### src/rtl/core/ivec_pkg.sv
// Shared types and constants for the indexed integer vector engine.
// Holds opcodes, status codes, controller states and the command and
// status structs passed between the controller and the datapath.
package ivec_pkg;

	// Default sizing for the top-level parameters
	localparam int DEPTH_DEF  = 1024;
	localparam int DATA_W_DEF = 32;

	// Fixed port widths
	localparam int OPCODE_W = 3;
	localparam int IDX_W    = 10;
	localparam int VALUE_W  = 32;
	localparam int STATUS_W = 2;
	localparam int COUNT_W  = 11;
	localparam int CAP_W    = 11;

	localparam logic [CAP_W-1:0] CAP_RESET = 11'd1024;

	typedef enum logic [OPCODE_W-1:0] {
		OP_PUSH   = 3'd0,
		OP_POP    = 3'd1,
		OP_GET    = 3'd2,
		OP_SET    = 3'd3,
		OP_INSERT = 3'd4,
		OP_REMOVE = 3'd5
	} ivec_op_t;

	typedef enum logic [STATUS_W-1:0] {
		ST_OK     = 2'd0,
		ST_FULL   = 2'd1,
		ST_EMPTY  = 2'd2,
		ST_BADIDX = 2'd3
	} ivec_status_t;

	typedef enum logic [2:0] {
		S_IDLE,
		S_CHECK,
		S_RDCAP,
		S_SHIFT,
		S_DRAIN,
		S_FIN,
		S_DONE
	} ivec_state_t;

	// Read address source for single reads
	typedef enum logic {
		RD_TOP,
		RD_IDX
	} ivec_rd_sel_t;

	// Write address and data source
	typedef enum logic [1:0] {
		WR_TOP,
		WR_IDX,
		WR_LAST
	} ivec_wr_sel_t;

	// Shift pointer start
	typedef enum logic {
		PTR_TOP,
		PTR_NEXT
	} ivec_ptr_sel_t;

	typedef struct packed {
		logic          load;
		logic          stat_en;
		logic          rd_en;
		ivec_rd_sel_t  rd_sel;
		logic          wr_en;
		ivec_wr_sel_t  wr_sel;
		logic          ptr_init;
		ivec_ptr_sel_t ptr_sel;
		logic          shift;
		logic          rd_cap;
		logic          cnt_inc;
		logic          cnt_dec;
		logic          out_load;
	} ivec_cmd_t;

	typedef struct packed {
		logic [OPCODE_W-1:0] op;
		logic                fail;
		logic                shift_last;
		logic                rem_none;
		logic                out_free;
	} ivec_sts_t;

endpackage

### src/rtl/core/ivec_ctrl.sv
// Controller of the indexed integer vector engine: sequences each request
// through check, memory access, shift and result hand-off.
// Depends on ivec_pkg; drives ivec_datapath through command signals.
module ivec_ctrl (
	input  logic                clk,
	input  logic                arst_n,
	input  logic                in_valid,
	output logic                in_ready,
	input  ivec_pkg::ivec_sts_t sts,
	output ivec_pkg::ivec_cmd_t cmd
);

	ivec_pkg::ivec_state_t state_q, state_d;

	// State register
	always_ff @(posedge clk or negedge arst_n) begin
		if (!arst_n) begin
			state_q <= ivec_pkg::S_IDLE;
		end else begin
			state_q <= state_d;
		end
	end

	// Next state and commands
	always_comb begin
		state_d  = state_q;
		in_ready = 1'b0;
		cmd      = '0;
		unique case (state_q)
			ivec_pkg::S_IDLE: begin
				in_ready = 1'b1;
				if (in_valid) begin
					cmd.load = 1'b1;
					state_d  = ivec_pkg::S_CHECK;
				end
			end
			ivec_pkg::S_CHECK: begin
				cmd.stat_en = 1'b1;
				state_d     = ivec_pkg::S_DONE;
				if (!sts.fail) begin
					unique case (sts.op)
						ivec_pkg::OP_PUSH: begin
							cmd.wr_en   = 1'b1;
							cmd.wr_sel  = ivec_pkg::WR_TOP;
							cmd.cnt_inc = 1'b1;
						end
						ivec_pkg::OP_POP: begin
							cmd.rd_en   = 1'b1;
							cmd.rd_sel  = ivec_pkg::RD_TOP;
							cmd.cnt_dec = 1'b1;
							state_d     = ivec_pkg::S_RDCAP;
						end
						ivec_pkg::OP_GET: begin
							cmd.rd_en  = 1'b1;
							cmd.rd_sel = ivec_pkg::RD_IDX;
							state_d    = ivec_pkg::S_RDCAP;
						end
						ivec_pkg::OP_SET: begin
							cmd.wr_en  = 1'b1;
							cmd.wr_sel = ivec_pkg::WR_IDX;
						end
						ivec_pkg::OP_INSERT: begin
							cmd.ptr_init = 1'b1;
							cmd.ptr_sel  = ivec_pkg::PTR_TOP;
							state_d      = ivec_pkg::S_SHIFT;
						end
						ivec_pkg::OP_REMOVE: begin
							cmd.rd_en    = 1'b1;
							cmd.rd_sel   = ivec_pkg::RD_IDX;
							cmd.ptr_init = 1'b1;
							cmd.ptr_sel  = ivec_pkg::PTR_NEXT;
							state_d      = ivec_pkg::S_RDCAP;
						end
						default: begin
							state_d = ivec_pkg::S_DONE;
						end
					endcase
				end
			end
			ivec_pkg::S_RDCAP: begin
				cmd.rd_cap = 1'b1;
				if (sts.op == ivec_pkg::OP_REMOVE) begin
					state_d = sts.rem_none ? ivec_pkg::S_FIN : ivec_pkg::S_SHIFT;
				end else begin
					state_d = ivec_pkg::S_DONE;
				end
			end
			ivec_pkg::S_SHIFT: begin
				// Move one entry per cycle; each write trails its read through a register
				cmd.shift = 1'b1;
				if (sts.shift_last) begin
					state_d = ivec_pkg::S_DRAIN;
				end
			end
			ivec_pkg::S_DRAIN: begin
				state_d = ivec_pkg::S_FIN;
			end
			ivec_pkg::S_FIN: begin
				cmd.wr_en = 1'b1;
				if (sts.op == ivec_pkg::OP_INSERT) begin
					cmd.wr_sel  = ivec_pkg::WR_IDX;
					cmd.cnt_inc = 1'b1;
				end else begin
					cmd.wr_sel  = ivec_pkg::WR_LAST;
					cmd.cnt_dec = 1'b1;
				end
				state_d = ivec_pkg::S_DONE;
			end
			ivec_pkg::S_DONE: begin
				if (sts.out_free) begin
					cmd.out_load = 1'b1;
					state_d      = ivec_pkg::S_IDLE;
				end
			end
			default: begin
				state_d = ivec_pkg::S_IDLE;
			end
		endcase
	end

`ifndef NO_ASSERTIONS
	a_one_at_a_time: assert property (@(posedge clk) disable iff (!arst_n)
		(in_valid && in_ready) |=> !in_ready)
		else $error("request accepted while one is in progress");

	a_no_overwrite: assert property (@(posedge clk) disable iff (!arst_n)
		cmd.out_load |-> sts.out_free)
		else $error("result register overwritten before it was taken");

	a_shift_writes: assert property (@(posedge clk) disable iff (!arst_n)
		(state_q == ivec_pkg::S_DRAIN) |-> $past(cmd.shift))
		else $error("drain entered without a pending shift read");
`endif

endmodule

### config.mk
export PLATFORM = sky130hd
export DESIGN_NAME = ivec_ctrl
export DESIGN_NICKNAME = d
export VERILOG_FILES = /design/src/rtl/core/ivec_pkg.sv /design/src/rtl/core/ivec_ctrl.sv
export SDC_FILE = /design/constraint.sdc
export NUM_CORES = 1
export LEC_CHECK = 0
export BUFFER_PORTS_ARGS = -buffer_cell sky130_fd_sc_hd__buf_2
export CAP_MARGIN = 0
export CORE_AREA = 2 2 39 41
export CTS_CLUSTER_SIZE = 20
export DETAILED_ROUTE_END_ITERATION = 8
export DIE_AREA = 0 0 41 43
export GPL_ROUTABILITY_DRIVEN = 1
export PLACE_DENSITY_LB_ADDON = 0.2
export RECOVER_POWER = 100
export SKIP_CTS_REPAIR_TIMING = 1
export SLEW_MARGIN = 20
export SYNTH_ARGS = -nofsm -noshare
export SYNTH_HDL_FRONTEND = slang
export SYNTH_SLANG_ARGS = --single-unit
### constraint.sdc
create_clock -name clk -period 1.7 [get_ports clk]
set_input_delay 0.085 -clock clk [delete_from_list [all_inputs] [get_ports clk]]
set_output_delay 0.085 -clock clk [all_outputs]
set_load 0.005 [all_outputs]
==> out/summary.txt <==
outcome = completed
IO Count = 25
WHS = 74.1 ps
dpl hpwl = 915 um
Startpoint Class = flip-flop
Final Hold Viols = 0
Mean Syn Cell Area = 6.46 um^2
CTS max path bufs = 2
Final Power = 0.807 mW
max-slew violations = 0
Synth Net Count = 78
hold path cells = 2
sequential fraction of the synthesis area = 17.1%
top flop regs = state_q x3
total track usage = 15.5%
Antenna diodes = 0
met3 usage in global routing = 1.57%
busiest layer in global routing = met1
TritonRoute pass-1 iters = 4
Post-synth EDFFs = 0
Reg2Reg Depth = 4
post-layout instance area = 591 um^2
cts bufs inserted = 3
dominant cell type by area after synthesis = dfrtp_1
# setup viols final = 0
worst skew pair latency = 240 ps
Initial DRC Count = 17
slew of the pin with the lowest slew margin = 286 ps
max reg flops = 3
final worst path period need = 1600 ps
first-pass GRT wire length = 1.88 mm
worst relative slew slack = 80.7%
Root Buffer = clkbuf_4
cell count after placement = 103
non-filler cells, final = 109
Reg clk slew, reported paths = 40 ps
nets@finish = 104
post-synthesis register bit count = 3
die area = 0.00176 mm^2
commonest cells in the netlist = nor2_1 (11), nand2_1 (7), a21oi_1 (6), nand2b_1 (5)
gr ovfl total = 0
CTS H-tree depth = 1
Routed Antenna Nets = 0
crit path DAT = 1510 ps
most flop-heavy register = state_q
gpl congestion = 0.718
initial antenna violation count = 0
# rows = 14
Leak = 0.253 nW
Die H = 43 um
Synth-to-Final Area Change = 34.5%
HP Class = in -> reg
Post-synth ARST share = 100%
GRT met2 Usage = 20.9%
crit-path cells = or4b_4, a21oi_1, clkbuf_2
Max Clock Skew = 8.53 ps
Synth top area share = 17.1%
Synth area leaders = dfrtp_1 (17%), nor2_1 (9.4%), nand2b_1 (7.1%)
MaxCap Viol Count = 0
VDD IR max = 0.394 mV
Power Density = 1370 mW/mm^2
share of cells above drive strength 1 = 28.0%
TNS Setup = 0 ps
met1 Use GR = 23.2%
Fmax = 627 MHz
largest net degree at the start of global routing = 22
total wire length = 1.22 mm
routed length per instance = 11.2 um
CP Capture Type = output port
IO buf count = 24
drt via density = 5.19
placement-stage cell area = 554 um^2
vias in the first global route = 430
crit-path max FO = 10
Tcrit/Tclk final = 93.9%
RSZ-0062 raised after global routing = false
Die X = 41 um
crit path kind = reg -> out
CP required = 1620 ps
Main synth FF type = dfrtp_1
# clock sinks = 3
CP max-delay cell = or4b_4
synthesized instance count = 68
cell with the most instances after synthesis = nor2_1
synth unique cells = 28
core area = 0.00138 mm^2
Vias = 566
DR DRC count = 0
initial core utilization = 31.7%
Ys Warns = 0
post-synthesis cell area = 439 um^2
TritonCTS clock tree = built
max incr delay on CP = 540 ps
==> critical path, delay by kind of cell, from the launching register on <==
family,cells,cell delay [ps]
compound gates,1,130
buf+inv,1,120
flops,1,480
simple gates,1,540
==> area by class of cell <==
type                    instances  area [um^2]
well taps                      16         20.0
repair buffers                 27          136
fillers                       161          793
clock buffers                   4         26.3
multi-input cells              59          332
flip-flops and latches          3         76.3
==> layer usage <==
metal	wire, um	part of all wire, %
met3	87	7.1
met4	23	1.9
met5	0	0
met1	542	44
met2	566	46
==> placed cells by master (no fill, tap or decap), types with 2 or more instances in the layout <==
| cell | count |
|---|---|
| clkbuf_1 | 8 |
| o21ai_0 | 3 |
| nand2b_1 | 5 |
| clkbuf_2 | 6 |
| buf_4 | 2 |
| nand3b_1 | 2 |
| o21ai_1 | 2 |
| nand2_1 | 7 |
| nor2b_1 | 3 |
| or3_1 | 2 |
| nor2_1 | 11 |
| buf_2 | 11 |
| a21oi_1 | 6 |
| dfrtp_1 | 2 |
| clkbuf_4 | 3 |
| nor3b_1 | 2 |
| a31oi_1 | 2 |
| nor3_1 | 3 |
==> worst paths after layout <==
check | from | endpoint | slack [ps]
max in group asynchronous | arst_n | state_q[1] | 1340
setup / recovery | state_q[0] | cmd[11] | 100
hold reg to reg | state_q[1] | state_q[1] | 600
hold / removal | sts[0] | state_q[2] | 70
setup reg to reg | state_q[0] | state_q[2] | 300
min in group asynchronous | arst_n | state_q[2] | 190
==> stage by stage <==
stage,setup slack [ps],util (%)
after CTS,26.0,42.0
after floorplan,344,-
after global routing,5.30,42.7
final,104,42.7
after detailed placement,289,40.1
after global placement,297,40.1
==> report_power, final <==
group | internal [mW] | leakage (nW) | total, mW | switching [mW]
Combinational | 0.234 | 0.202 | 0.522 | 0.288
Clock | 0.0882 | 0.0150 | 0.130 | 0.0414
Sequential | 0.111 | 0.0357 | 0.155 | 0.0438
Total | 0.434 | 0.253 | 0.807 | 0.373
==> cell families (layout without fill, tap and decap cells) <==
family                 after synthesis  after routing  synth area share, %
XOR/XNOR                             1              1                 1.99
AND/OR/NAND/NOR                     40             40                 48.7
AO/OA/AOI/OAI                       18             18                 24.8
flip-flops                           3              3                 17.1
buffers and inverters                6             31                 7.41
Power figures use the tool's default switching activity.
